## src/rtl/pft_pkg.sv

```systemverilog
// Package for the priority fault table: sizes, codes and helpers.
package pft_pkg;

  localparam int unsigned TableEntries = 16;
  localparam int unsigned CodeBytes    = 8;
  localparam int unsigned IdxW         = $clog2(TableEntries);
  localparam int unsigned CntW         = $clog2(TableEntries + 1);

  typedef enum logic [2:0] {
    REQ_RAISE     = 3'd0,
    REQ_CLEAR_ONE = 3'd1,
    REQ_CLEAR_TYP = 3'd2,
    REQ_CLEAR_ALL = 3'd3,
    REQ_TOP       = 3'd4,
    REQ_PREFIX    = 3'd5,
    REQ_RSVD6     = 3'd6,
    REQ_RSVD7     = 3'd7
  } req_e;

  typedef enum logic [2:0] {
    ST_OK        = 3'd0,
    ST_BAD_PFX   = 3'd1,
    ST_FULL      = 3'd2,
    ST_NOT_FOUND = 3'd3,
    ST_PRESENT   = 3'd4
  } status_e;

  typedef enum logic [1:0] {
    FSM_IDLE = 2'd0,
    FSM_SCAN = 2'd1,
    FSM_DONE = 2'd2,
    FSM_OUT  = 2'd3
  } fsm_e;

  localparam int unsigned RegNoneCode   = 0;
  localparam int unsigned RegNoneRating = 1;

  localparam logic [1:0] TypeNone = 2'd3;

  typedef struct packed {
    logic [2:0]  req_type;
    logic [63:0] fault_code;
    logic [7:0]  fault_rating;
    logic [1:0]  source_type;
    logic        any_type;
  } req_t;

  typedef struct packed {
    logic [2:0]  status;
    logic        raised;
    logic        cancelled;
    logic        top_valid;
    logic [1:0]  top_type;
    logic [63:0] top_code;
    logic [7:0]  top_rating;
    logic [4:0]  occupancy;
    logic [4:0]  peak_occupancy;
  } rsp_t;

  // Keep the top CodeBytes bytes up to the first zero byte.
  function automatic logic [63:0] code_form(input logic [63:0] c);
    logic [63:0] r;
    logic        stop;
    r    = '0;
    stop = 1'b0;
    for (int i = 0; i < 8; i++) begin
      if (i >= CodeBytes || c[63-8*i -: 8] == 8'h00) stop = 1'b1;
      if (!stop) r[63-8*i -: 8] = c[63-8*i -: 8];
    end
    return r;
  endfunction

  // Priority from the two-character prefix; valid flag in bit 3.
  function automatic logic [3:0] prio_of(input logic [15:0] p);
    logic [3:0] r;
    unique case (p)
      16'h6269: r = 4'h8;
      16'h4249: r = 4'h9;
      16'h6263: r = 4'hA;
      16'h4243: r = 4'hB;
      16'h6266: r = 4'hC;
      16'h4246: r = 4'hD;
      16'h6265: r = 4'hE;
      16'h4245: r = 4'hF;
      default:  r = 4'h0;
    endcase
    return r;
  endfunction

endpackage

```

## src/rtl/pft_if.sv

```systemverilog
// Valid/ready channel interfaces for requests and responses.
interface pft_req_if;
  logic            valid;
  logic            ready;
  pft_pkg::req_t   payload;
  modport source (output valid, output payload, input ready);
  modport sink   (input valid, input payload, output ready);
endinterface

interface pft_rsp_if;
  logic            valid;
  logic            ready;
  pft_pkg::rsp_t   payload;
  modport source (output valid, output payload, input ready);
  modport sink   (input valid, input payload, output ready);
endinterface

```

## src/rtl/priority_fault_table_unit.sv

```systemverilog
// Priority fault table: top level with sequencer, entry store and APB port.
//
//  channel | dir | handshake      | payload
//  req     | in  | valid/ready    | req_type, fault_code, fault_rating, source_type, any_type
//  rsp     | out | valid/ready    | status, raised, cancelled, top_*, occupancy, peak
//  apb     | in  | psel/penable   | none_code @0x0, none_rating @0x8
//
// A request is taken only when idle with no response waiting. One slot is visited
// per cycle by a shared compare/rank unit, then come a commit state and a state that
// raises response valid. The next request can be taken the cycle after the response
// transfer, so a new request is taken only once the last response is through; a held
// response holds off the request side for as long.
// Reset empties the table (valid bits cleared); no clearing pass is needed.
module priority_fault_table_unit (
  input  logic               clk_i,
  input  logic               rst_ni,
  pft_req_if.sink            req,
  pft_rsp_if.source          rsp,
  input  logic               psel,
  input  logic               penable,
  input  logic               pwrite,
  input  logic [3:0]         paddr,
  input  logic [63:0]        pwdata,
  output logic [63:0]        prdata,
  output logic               pready
);

  localparam int unsigned N    = pft_pkg::TableEntries;
  localparam int unsigned IdxW = pft_pkg::IdxW;
  localparam int unsigned CntW = pft_pkg::CntW;

  // ---------------- configuration ----------------
  logic [63:0] none_code_q;
  logic [7:0]  none_rating_q;
  logic        cfg_wr;
  logic [0:0]  cfg_idx;

  assign pready  = 1'b1;
  assign cfg_wr  = psel && penable && pwrite;
  assign cfg_idx = paddr[3];

  always_ff @(posedge clk_i or negedge rst_ni) begin
    if (!rst_ni) begin
      none_code_q   <= '0;
      none_rating_q <= '0;
    end else if (cfg_wr && paddr[2:0] == 3'd0) begin
      if (cfg_idx == 1'(pft_pkg::RegNoneCode))   none_code_q   <= pwdata;
      if (cfg_idx == 1'(pft_pkg::RegNoneRating)) none_rating_q <= pwdata[7:0];
    end
  end

  always_comb begin
    prdata = '0;
    if (paddr[2:0] == 3'd0) begin
      if (cfg_idx == 1'(pft_pkg::RegNoneCode))   prdata = none_code_q;
      if (cfg_idx == 1'(pft_pkg::RegNoneRating)) prdata = {{56{none_rating_q[7]}}, none_rating_q};
    end
  end

  // ---------------- entry store ----------------
  logic [N-1:0] valid_q;
  logic [2:0]   prio_q   [N];
  logic [1:0]   type_q   [N];
  logic [63:0]  code_q   [N];
  logic [7:0]   rating_q [N];
  logic [IdxW-1:0] age_q [N];
  logic [CntW-1:0] fill_q, peak_q;

  // ---------------- sequencer ----------------
  pft_pkg::fsm_e   state_q, state_d;
  logic [IdxW-1:0] ptr_q;
  pft_pkg::req_t   rq_q;
  logic [63:0]     cform_q;
  logic [3:0]      pinfo_q;

  // scan results
  logic            dup_q, free_q, hit_q;
  logic [IdxW-1:0] dup_idx_q, free_idx_q, hit_idx_q;
  logic [2:0]      hit_prio_q;
  logic [IdxW-1:0] hit_age_q;
  pft_pkg::rsp_t   rsp_q, rsp_d;
  logic            rsp_valid_q;

  logic            req_acc;
  logic [63:0]     in_cform;

  pft_pkg::req_e   rtype;
  assign rtype = pft_pkg::req_e'(rq_q.req_type);

  assign in_cform = pft_pkg::code_form(req.payload.fault_code);

  // shared per-slot compare unit on slot ptr_q
  logic exact_m, sel_m, better;
  always_comb begin
    exact_m = valid_q[ptr_q] && code_q[ptr_q] == cform_q && type_q[ptr_q] == rq_q.source_type;
    sel_m   = 1'b0;
    if (valid_q[ptr_q]) begin
      if (rtype == pft_pkg::REQ_TOP)
        sel_m = rq_q.any_type || type_q[ptr_q] == rq_q.source_type;
      else if (rtype == pft_pkg::REQ_PREFIX)
        sel_m = type_q[ptr_q] == rq_q.source_type && code_q[ptr_q][63:48] == cform_q[63:48];
    end
    if (prio_q[ptr_q] != hit_prio_q) better = prio_q[ptr_q] > hit_prio_q;
    else                             better = age_q[ptr_q] < hit_age_q;
  end

  assign req.ready   = (state_q == pft_pkg::FSM_IDLE) && !rsp_valid_q;
  assign req_acc     = req.valid && req.ready;
  assign rsp.valid   = rsp_valid_q;
  assign rsp.payload = rsp_q;

  always_comb begin
    state_d = state_q;
    unique case (state_q)
      pft_pkg::FSM_IDLE: if (req_acc) state_d = pft_pkg::FSM_SCAN;
      pft_pkg::FSM_SCAN: if (ptr_q == IdxW'(N-1)) state_d = pft_pkg::FSM_DONE;
      pft_pkg::FSM_DONE: state_d = pft_pkg::FSM_OUT;
      pft_pkg::FSM_OUT:  state_d = pft_pkg::FSM_IDLE;
      default:           state_d = pft_pkg::FSM_IDLE;
    endcase
  end

  always_ff @(posedge clk_i or negedge rst_ni) begin
    if (!rst_ni) state_q <= pft_pkg::FSM_IDLE;
    else         state_q <= state_d;
  end

  // Response built from the scan results, latched in the commit cycle.
  always_comb begin
    rsp_d.status         = pft_pkg::ST_OK;
    rsp_d.raised         = 1'b0;
    rsp_d.cancelled      = 1'b0;
    rsp_d.top_valid      = 1'b0;
    rsp_d.top_type       = pft_pkg::TypeNone;
    rsp_d.top_code       = none_code_q;
    rsp_d.top_rating     = none_rating_q;
    rsp_d.occupancy      = 5'(fill_q);
    rsp_d.peak_occupancy = 5'(peak_q);
    unique case (rtype)
      pft_pkg::REQ_RAISE: begin
        if (!pinfo_q[3])  rsp_d.status = pft_pkg::ST_BAD_PFX;
        else if (dup_q)   rsp_d.status = pft_pkg::ST_PRESENT;
        else if (!free_q) rsp_d.status = pft_pkg::ST_FULL;
        else begin
          rsp_d.raised    = 1'b1;
          rsp_d.occupancy = 5'(fill_q + 1'b1);
          if (fill_q + 1'b1 > peak_q) rsp_d.peak_occupancy = 5'(fill_q + 1'b1);
        end
      end
      pft_pkg::REQ_CLEAR_ONE: begin
        if (!dup_q) rsp_d.status = pft_pkg::ST_NOT_FOUND;
        else begin
          rsp_d.occupancy = 5'(fill_q - 1'b1);
          rsp_d.cancelled = 1'b1;
        end
      end
      pft_pkg::REQ_CLEAR_ALL: rsp_d.occupancy = '0;
      pft_pkg::REQ_TOP, pft_pkg::REQ_PREFIX: begin
        if (hit_q) begin
          rsp_d.top_valid  = 1'b1;
          rsp_d.top_type   = type_q[hit_idx_q];
          rsp_d.top_code   = code_q[hit_idx_q];
          rsp_d.top_rating = rating_q[hit_idx_q];
        end
      end
      default: ;
    endcase
  end

  // Drop one slot: close the age ranks above it. Done one slot per scan cycle
  // for clear-type; clear-one drops in the commit cycle.
  logic            drop_now;
  assign drop_now = rtype == pft_pkg::REQ_CLEAR_TYP && valid_q[ptr_q]
                    && type_q[ptr_q] == rq_q.source_type;

  always_ff @(posedge clk_i or negedge rst_ni) begin
    if (!rst_ni) begin
      valid_q     <= '0;
      fill_q      <= '0;
      peak_q      <= '0;
      rsp_valid_q <= 1'b0;
      ptr_q       <= '0;
    end else begin
      if (state_q == pft_pkg::FSM_OUT)  rsp_valid_q <= 1'b1;
      else if (rsp_valid_q && rsp.ready) rsp_valid_q <= 1'b0;
      unique case (state_q)
        pft_pkg::FSM_IDLE: begin
          ptr_q <= '0;
          if (req_acc) begin
            rq_q    <= req.payload;
            cform_q <= in_cform;
            pinfo_q <= pft_pkg::prio_of(in_cform[63:48]);
            dup_q   <= 1'b0;
            free_q  <= 1'b0;
            hit_q   <= 1'b0;
            dup_idx_q  <= '0;
            free_idx_q <= '0;
            hit_idx_q  <= '0;
            hit_prio_q <= '0;
            hit_age_q  <= '0;
          end
        end
        pft_pkg::FSM_SCAN: begin
          ptr_q <= ptr_q + 1'b1;
          if (exact_m && !dup_q) begin
            dup_q     <= 1'b1;
            dup_idx_q <= ptr_q;
          end
          if (!valid_q[ptr_q] && !free_q) begin
            free_q     <= 1'b1;
            free_idx_q <= ptr_q;
          end
          if (sel_m && (!hit_q || better)) begin
            hit_q      <= 1'b1;
            hit_idx_q  <= ptr_q;
            hit_prio_q <= prio_q[ptr_q];
            hit_age_q  <= age_q[ptr_q];
          end
          if (drop_now) begin
            for (int j = 0; j < N; j++)
              if (valid_q[j] && age_q[j] > age_q[ptr_q]) age_q[j] <= age_q[j] - 1'b1;
            valid_q[ptr_q] <= 1'b0;
            fill_q <= fill_q - 1'b1;
          end
        end
        pft_pkg::FSM_DONE: begin
          rsp_q <= rsp_d;
          unique case (rtype)
            pft_pkg::REQ_RAISE: begin
              if (pinfo_q[3] && !dup_q && free_q) begin
                valid_q[free_idx_q]  <= 1'b1;
                prio_q[free_idx_q]   <= pinfo_q[2:0];
                type_q[free_idx_q]   <= rq_q.source_type;
                code_q[free_idx_q]   <= cform_q;
                rating_q[free_idx_q] <= rq_q.fault_rating;
                age_q[free_idx_q]    <= IdxW'(fill_q);
                fill_q <= fill_q + 1'b1;
                if (fill_q + 1'b1 > peak_q) peak_q <= fill_q + 1'b1;
              end
            end
            pft_pkg::REQ_CLEAR_ONE: begin
              if (dup_q) begin
                for (int j = 0; j < N; j++)
                  if (valid_q[j] && age_q[j] > age_q[dup_idx_q]) age_q[j] <= age_q[j] - 1'b1;
                valid_q[dup_idx_q] <= 1'b0;
                fill_q <= fill_q - 1'b1;
              end
            end
            pft_pkg::REQ_CLEAR_ALL: begin
              valid_q <= '0;
              fill_q  <= '0;
            end
            default: ;
          endcase
        end
        default: ;
      endcase
    end
  end

`ifndef SYNTH
  // fill count never passes the table size
  a_fill_bound: assert property (@(posedge clk_i) disable iff (!rst_ni)
    fill_q <= CntW'(N)) else $error("fill count overflow");
  // peak never below occupancy
  a_peak: assert property (@(posedge clk_i) disable iff (!rst_ni)
    peak_q >= fill_q) else $error("peak below fill");
  // fill count matches valid bits while idle
  a_count: assert property (@(posedge clk_i) disable iff (!rst_ni)
    state_q == pft_pkg::FSM_IDLE |-> $countones(valid_q) == int'(fill_q))
    else $error("fill count mismatch");
  // no request accepted while a response waits
  a_busy: assert property (@(posedge clk_i) disable iff (!rst_ni)
    rsp_valid_q |-> !req.ready) else $error("accept while response pending");
`endif

endmodule

```

## src/flat_wrapper.sv

```systemverilog
// flat-port wrapper written by rule: the top's interface ports become plain ports
module priority_fault_table_unit_flat 
  (clk_i, rst_ni, psel, penable, pwrite, paddr, pwdata, prdata, pready, req_valid, req_payload, req_ready, rsp_valid, rsp_payload, rsp_ready);
  pft_req_if req_i ();
  pft_rsp_if rsp_i ();
  input  logic clk_i;
  input  logic rst_ni;
  input  logic psel;
  input  logic penable;
  input  logic pwrite;
  input  logic [3:0] paddr;
  input  logic [63:0] pwdata;
  output logic [63:0] prdata;
  output logic pready;
  input wire logic [$bits(req_i.valid)-1:0] req_valid;
  input wire logic [$bits(req_i.payload)-1:0] req_payload;
  output wire logic [$bits(req_i.ready)-1:0] req_ready;
  output wire logic [$bits(rsp_i.valid)-1:0] rsp_valid;
  output wire logic [$bits(rsp_i.payload)-1:0] rsp_payload;
  input wire logic [$bits(rsp_i.ready)-1:0] rsp_ready;
  assign req_i.valid = req_valid;
  assign req_i.payload = req_payload;
  assign req_ready = req_i.ready;
  assign rsp_valid = rsp_i.valid;
  assign rsp_payload = rsp_i.payload;
  assign rsp_i.ready = rsp_ready;
  priority_fault_table_unit u_core (.clk_i(clk_i), .rst_ni(rst_ni), .req(req_i), .rsp(rsp_i), .psel(psel), .penable(penable), .pwrite(pwrite), .paddr(paddr), .pwdata(pwdata), .prdata(prdata), .pready(pready));
endmodule
```

## config.mk

```make
export PLATFORM = sky130hd
export DESIGN_NAME = priority_fault_table_unit_flat
export DESIGN_NICKNAME = d
export VERILOG_FILES = /design/src/rtl/pft_pkg.sv /design/src/rtl/pft_if.sv /design/src/rtl/priority_fault_table_unit.sv /design/src/flat_wrapper.sv
export SDC_FILE = /design/constraint.sdc
export NUM_CORES = 2
export LEC_CHECK = 0
export ABC_AREA = 0
export BUFFER_PORTS_ARGS = -buffer_cell sky130_fd_sc_hd__buf_4
export CORE_AREA = 2 2 390 392
export DETAILED_ROUTE_END_ITERATION = 16
export DIE_AREA = 0 0 392 394
export PLACE_DENSITY = 0.69
export SYNTH_ARGS = -nofsm -noshare
export SYNTH_HDL_FRONTEND = slang
export SYNTH_SLANG_ARGS = --single-unit
```

## constraint.sdc

```tcl
create_clock -name clk_i -period 8.17 [get_ports clk_i]
set_input_delay 1.634 -clock clk_i [delete_from_list [all_inputs] [get_ports clk_i]]
set_output_delay 1.634 -clock clk_i [all_outputs]
set_load 0.03 [all_outputs]
```

### Word level (Yosys, flattened, before mapping)

Memories as Yosys holds them, arrays and structs flattened. A register that Yosys moved wholly into a read port is not among the register bits.
Cells that the tools add are included.
Widths: inputs -> output; s select.

| operators by class | value |
|---|---|
| add/sub/neg operators | 19 |
| $lt $le $gt $ge | 41 |
| equality and inequality tests | 30 |
| mux-type cells | 246 |
| bitwise operators | 24 |
| reduce and logical (&&, ||, !) cells | 120 |

Operator list:

| kind | number |
|---|---|
| $mux 1 | 173 |
| $eq 16x15->1 const B | 8 |
| $gt 4x4->1 | 32 |
| $mux 64 | 2 |
| $mux 4 | 27 |
| $logic_and 1x1->1 | 84 |
| $mux 75 | 1 |
| $mux 72 | 1 |
| $eq 64x64->1 | 1 |
| $logic_not 8->1 | 8 |
| $sub 4x1->4 const B | 16 |
| $mux 16 | 3 |
| $pmux 16 s3 | 1 |
| $pmux 4 s2 | 5 |
| $and 16x16->16 | 2 |
| $not 16->16 | 2 |
| $pmux 16 s2 | 1 |
| $pmux 4 s8 | 1 |
| $mux 10 | 3 |
| $pmux 5 s3 | 2 |
| $mux 5 | 5 |
| $eq 16x16->1 | 1 |
| $mux 8 | 2 |
| $or 1x1->1 | 16 |
| 41 further kinds | 83 |

| storage, ports and cells | value |
|---|---|
| register bits after elaboration | 299 |
| memory bits (writable) | 1296 |
| input bits | 153 |
| output and inout port bits | 157 |
| logic and storage cells | 522 |
| memories | 5 |

Memories:

| name | words | width | rd ports | clocked after memory_dff | write ports | line | RTL |
|---|---|---|---|---|---|---|---|
| u_core.code_q | 16 | 64 | 2 | 1 | 1 | priority_fault_table_unit.sv:64 | `logic [63:0] code_q [N];` |
| u_core.rating_q | 16 | 8 | 1 | 1 | 1 | priority_fault_table_unit.sv:65 | `logic [7:0] rating_q [N];` |
| u_core.age_q | 16 | 4 | 18 | 1 | 16 | priority_fault_table_unit.sv:66 | `logic [IdxW-1:0] age_q [N];` |
| u_core.prio_q | 16 | 3 | 1 | 0 | 1 | priority_fault_table_unit.sv:62 | `logic [2:0] prio_q [N];` |
| u_core.type_q | 16 | 2 | 2 | 1 | 1 | priority_fault_table_unit.sv:63 | `logic [1:0] type_q [N];` |

### Longest topological paths before layout

An unclocked memory read counts as a cell.

| logic depth | value |
|---|---|
| depth in word-level cells | 11 |
| gate-level depth with buffers | 19 |
| gate-level depth less buffers | 12 |

### Least setup slack after synthesis

OpenSTA, ideal clock, no wires.

| path | value |
|---|---|
| path kind | input port to flip-flop |
| start point | input rst_ni |
| end point | memory u_core.code_q[0][0] (enable) |
| library setup time | 0.431 ns |
| data arrival time | 5.837 ns |
| required time | 7.739 ns |
| path slack | 1.902 ns |
| stages on the path | 6 |
| path buffers | 0 |
| cells stage by stage | nand2_1 > inv_1 > nand2_1 > nor3_1 > nand2_1 > inv_1 |

| on the way | value |
|---|---|
| longest elaborated chain between the ends | 2 |

RTL lines:

| item | line | RTL |
|---|---|---|
| start, declared | flat_wrapper.sv:7 | `input logic rst_ni;` |
| $logic_and 1x1->1 (implied by the code) | priority_fault_table_unit.sv:234 | `code_q[free_idx_q] <= cform_q;` |
| $mux 1 (implied by the code) | priority_fault_table_unit.sv:234 |  |
| end, declared | priority_fault_table_unit.sv:64 |  |

No other way between the ends.

### Worst setup path after layout

| path | value |
|---|---|
| start point | register u_core.ptr_q[0] |
| end point | register u_core.dup_q (enable) |

| on the way | value |
|---|---|
| longest elaborated chain between the ends | 7 |
| elaborated cells on any way between the ends | 11 |
| classes of those cells | 3 x eq/ne; 2 x mux; 4 x reduce/logical; 2 x memory |

RTL lines:

| item | line | RTL |
|---|---|---|
| start, declared | priority_fault_table_unit.sv:71 | `logic [IdxW-1:0] ptr_q;` |
| start signal, assigned | priority_fault_table_unit.sv:204 | `ptr_q <= ptr_q + 1'b1;` |
| $mem_v2 16x64 or $bmux 1 s4 (tied branches) | n/a |  |
| $eq 64x64->1 or $mux 1 (tied branches) | priority_fault_table_unit.sv:95 | `exact_m = valid_q[ptr_q] && code_q[ptr_q] == cform_q && type_q[ptr_q] == rq_q.source_type;` |
| $logic_and 1x1->1 | priority_fault_table_unit.sv:95 |  |
| $logic_and 1x1->1 * | priority_fault_table_unit.sv:95 |  |
| $logic_and 1x1->1 * | priority_fault_table_unit.sv:205 | `if (exact_m && !dup_q) begin` |
| $ne 2x1->1 (no line) * | n/a |  |
| $reduce_and 4->1 (no line) * | n/a |  |
| end signal, assigned | priority_fault_table_unit.sv:193 | `dup_q <= 1'b0;` |
| end signal, assigned | priority_fault_table_unit.sv:206 | `dup_q <= 1'b1;` |
| end, declared | priority_fault_table_unit.sv:77 | `logic dup_q, free_q, hit_q;` |

Mark *: on every way between the ends. The rest lies on a longest branch, timed or not. The select of a mux whose other input is x is not followed.
A chain may end at the register's enable or synchronous reset.

==> results.ini <==
[route]
vias_per_cell = 6.66
firstDrtPassIters = 6
antenna_left = 0
drt_first_iter_violations = 5940
drt_wl_total_um = 226000
drc = 0
wl_per_cell_um = 32.2
vias = 46800

[logic_synthesis]
synthAdderAreaFrac_pct = 2.68
synth_compound_area_share_pct = 4.80
syn_area_mm2 = 0.0775
synth.yosys.seq_area_share_pct = 61.3
syn-num-nets = 4889
ys_warn_count = 0
synth_flop_cell = edfxtp_1
yosysTopAreaCell = edfxtp_1
synth_cell_type_count = 76
synthArstFlopShare_pct = 6.55
synthTopCellsByCount = edfxtp_1, mux4_2, nand2_1
synth.top_cell.area_share_pct = 57.7
synthXorXnorAreaFrac_pct = 1.23
synthMuxAreaShare_pct = 22.7
synth_edf_count = 1490
synth_cells = 4570
postSynthAreaPerCell_um2 = 17.0
synth-simple-area-share_pct = 4.99
synth_top_family_by_area = multiplexers
synth-seq-cells = 1603
synth.most_common_cell = edfxtp_1
synth_area_leaders = edfxtp_1, mux4_2, dfrtp_1

[floorplan]
num_io_pins = 310
die_w_um = 392
core_mm2 = 0.151
rows = 143
die_h_um = 394
initial_utilization_pct = 51.5
dieArea_mm2 = 0.154

[worst_hold_path]
holdPathStages = 1
holdCritPathClass = reg2reg
hp-start = u_core.fill_q[0]
whs_endpoint = u_core.fill_q[0]

[sta]
fin_worst_hold_slack_ns = 0.486
skew_ns = 0.0388
fmax_ghz = 0.166
slew_viol_final = 0
worst_pin_slew_ns = 1.31
relSlewSlack_pct = 12.2
final.period_utilization_pct = 73.7
rsz0062_at_grt = false
tns_ns = 0
finalCriticalPeriod_ns = 6.02
hold_viol_final = 0
setup_viol = 0

[global_routing]
grt_pass1_wl_um = 328000
grt_pass1_vias = 46500
grtUsageTotal_pct = 29.3
overflow = 0
antenna_found_initial = 5
grt_max_degree = 123

[setup_path]
r2r-start = u_core.ptr_q[0]
slowest_stage = nor4_1
crit_fanout = 99
crit-reg2reg-capture = u_core.dup_q
crit_type = reg2reg
cp_num_buf_inv = 1
rrSetupSlack_ns = 2.15
cp_num_cells = 10
end_kind = flip-flop
cp_data_arrival_time_ns = 6.49
cp_top_family = simple AND/OR/NAND/NOR gates
reg2reg_depth = 10
critPathRequiredTime_ns = 8.64
slowest_delay_ns = 0.91
cp_cell_sequence = buf_12 > mux4_2 > mux2i_1 > xnor2_1 > nor4_1 > a21oi_1 > nor4_1 > nand4_1 > or3_4 > a21oi_1
startpoint_type = flip-flop
crit_path_start = u_core.ptr_q[0]

[clock_network]
clk_pin_slew_ns = 0.06
clock_path_buffers = 3
cts_tree = yes
cts_max_level = 4
cts_sinks = 1603
cts_resized = 0
postCtsSetupRepairBufs = 0
cts_made_buffers = 170
root_buffer = clkbuf_16
holdBufCountCts = 0
insertion_delay_ns = 0.83

[status]
status = finished, final reports clean

[finish]
syn2layout_area_growth_pct = 12.9
nFillCells = 11400
drive_gt1_share_pct = 28.6
nNetsFinal = 5175

[power_and_ir_drop]
ir_drop_mv = 0.389
p_leak_nw = 29.6
powerDensity_mw_per_mm2 = 303

[placement]
io_buffer_count = 308
gp_congestion = 0.920
dp.final_hpwl_um = 135000

[job]
drv_cap = 0

-- power breakdown --
group	total, W	leakage [nW]	switching [W]	internal, W
clock network	0.00771	2.69	0.00330	0.00441
logic	0.00866	12.1	0.00463	0.00403
registers	0.0101	14.9	0.000696	0.00942
total	0.0265	29.6	0.00862	0.0179
-- stage by stage --
stage               utilization (%)  worst slack [ns]  power, W  cell area (um2)  instances
finish                         58.1              2.15    0.0265            87500       7028
global route                   58.1              1.96    0.0275            87500       7025
CTS                            58.1              2.38    0.0266            87500       7025
detailed placement             54.4              1.95    0.0189            82000       6714
global placement               54.4              2.04    0.0188            82000       6714
floorplan                         -              1.90    0.0164            77500       4570
-- state kept, by name, summed over array words and instances, names as in the netlist, 2 cells and up, named ones only --
name                  cells
u_core.state_q            2
u_core.dup_idx_q          4
u_core.ptr_q              4
u_core.rtype              3
u_core.rating_q         128
u_core.peak_q             5
u_core.none_code_q       64
u_core.fill_q             5
u_core.valid_q           16
u_core.pinfo_q            4
u_core.free_idx_q         4
u_core.hit_prio_q         3
u_core.cform_q           64
u_core.age_q             64
u_core.none_rating_q      8
u_core.type_q            32
u_core.rq_q              11
u_core.hit_idx_q          4
u_core.rsp.payload       90
u_core.hit_age_q          4
u_core.code_q          1024
u_core.prio_q            48
-- cells by family after synthesis --
group                    count (synthesis)
AO/OA/AOI/OAI                          560
AND/OR/NAND/NOR                        817
buffers and inverters                  380
flip-flops                            1603
other                                    1
adder cells (fa/ha/maj)                166
XOR/XNOR                               109
multiplexers                           934
-- worst max-delay path by stage --
stage,to
finish,u_core.dup_q
detailed placement,u_core.cform_q[4]
global route,u_core.dup_idx_q[2]
floorplan,u_core.code_q[0][0]
CTS,u_core.dup_q
global placement,u_core.cform_q[3]
-- final cells by class --
type	instances	area, um2	share of cell area (%)
antenna	3	7.51	0.00858
clock buffer	224	4660	5.33
clock inverter	87	865	0.988
inverter	102	430	0.492
multi-input combinational	2587	28300	32.3
sequential	1603	47600	54.4
tap	2030	2540	2.90
timing repair buffer	392	3180	3.64
-- layer usage --
layer	vias to the layer above	global-route usage, %	wire length [um]
met2	2720	46.3	107000
li1	19200	-	-
met4	6	8.39	6700
met1	24500	41.1	88100
met3	399	6.79	23900
met5	-	0	34
-- cell usage in the layout (no fill, tap or decap), drive strengths merged, types with 69 or more instances in the layout --
cell type and instances:
dfrtp 105, edfxtp 1490, inv 106, ha 166, mux2 95, clkbuf 224
xnor2 87, a21oi 187, mux4 647, nor2 142, buf 392, nand2 333
mux2i 192, o21a 69
-- worst reg2reg max path: stages (launching register included) --
cell and delay, ns:
dfrtp_4 0.88, buf_12 0.57, mux4_2 0.83, mux2i_1 0.23
xnor2_1 0.24, nor4_1 0.51, a21oi_1 0.13, nor4_1 0.91
nand4_1 0.47, or3_4 0.49, a21oi_1 0.41
(Power assumes the default switching activity.)
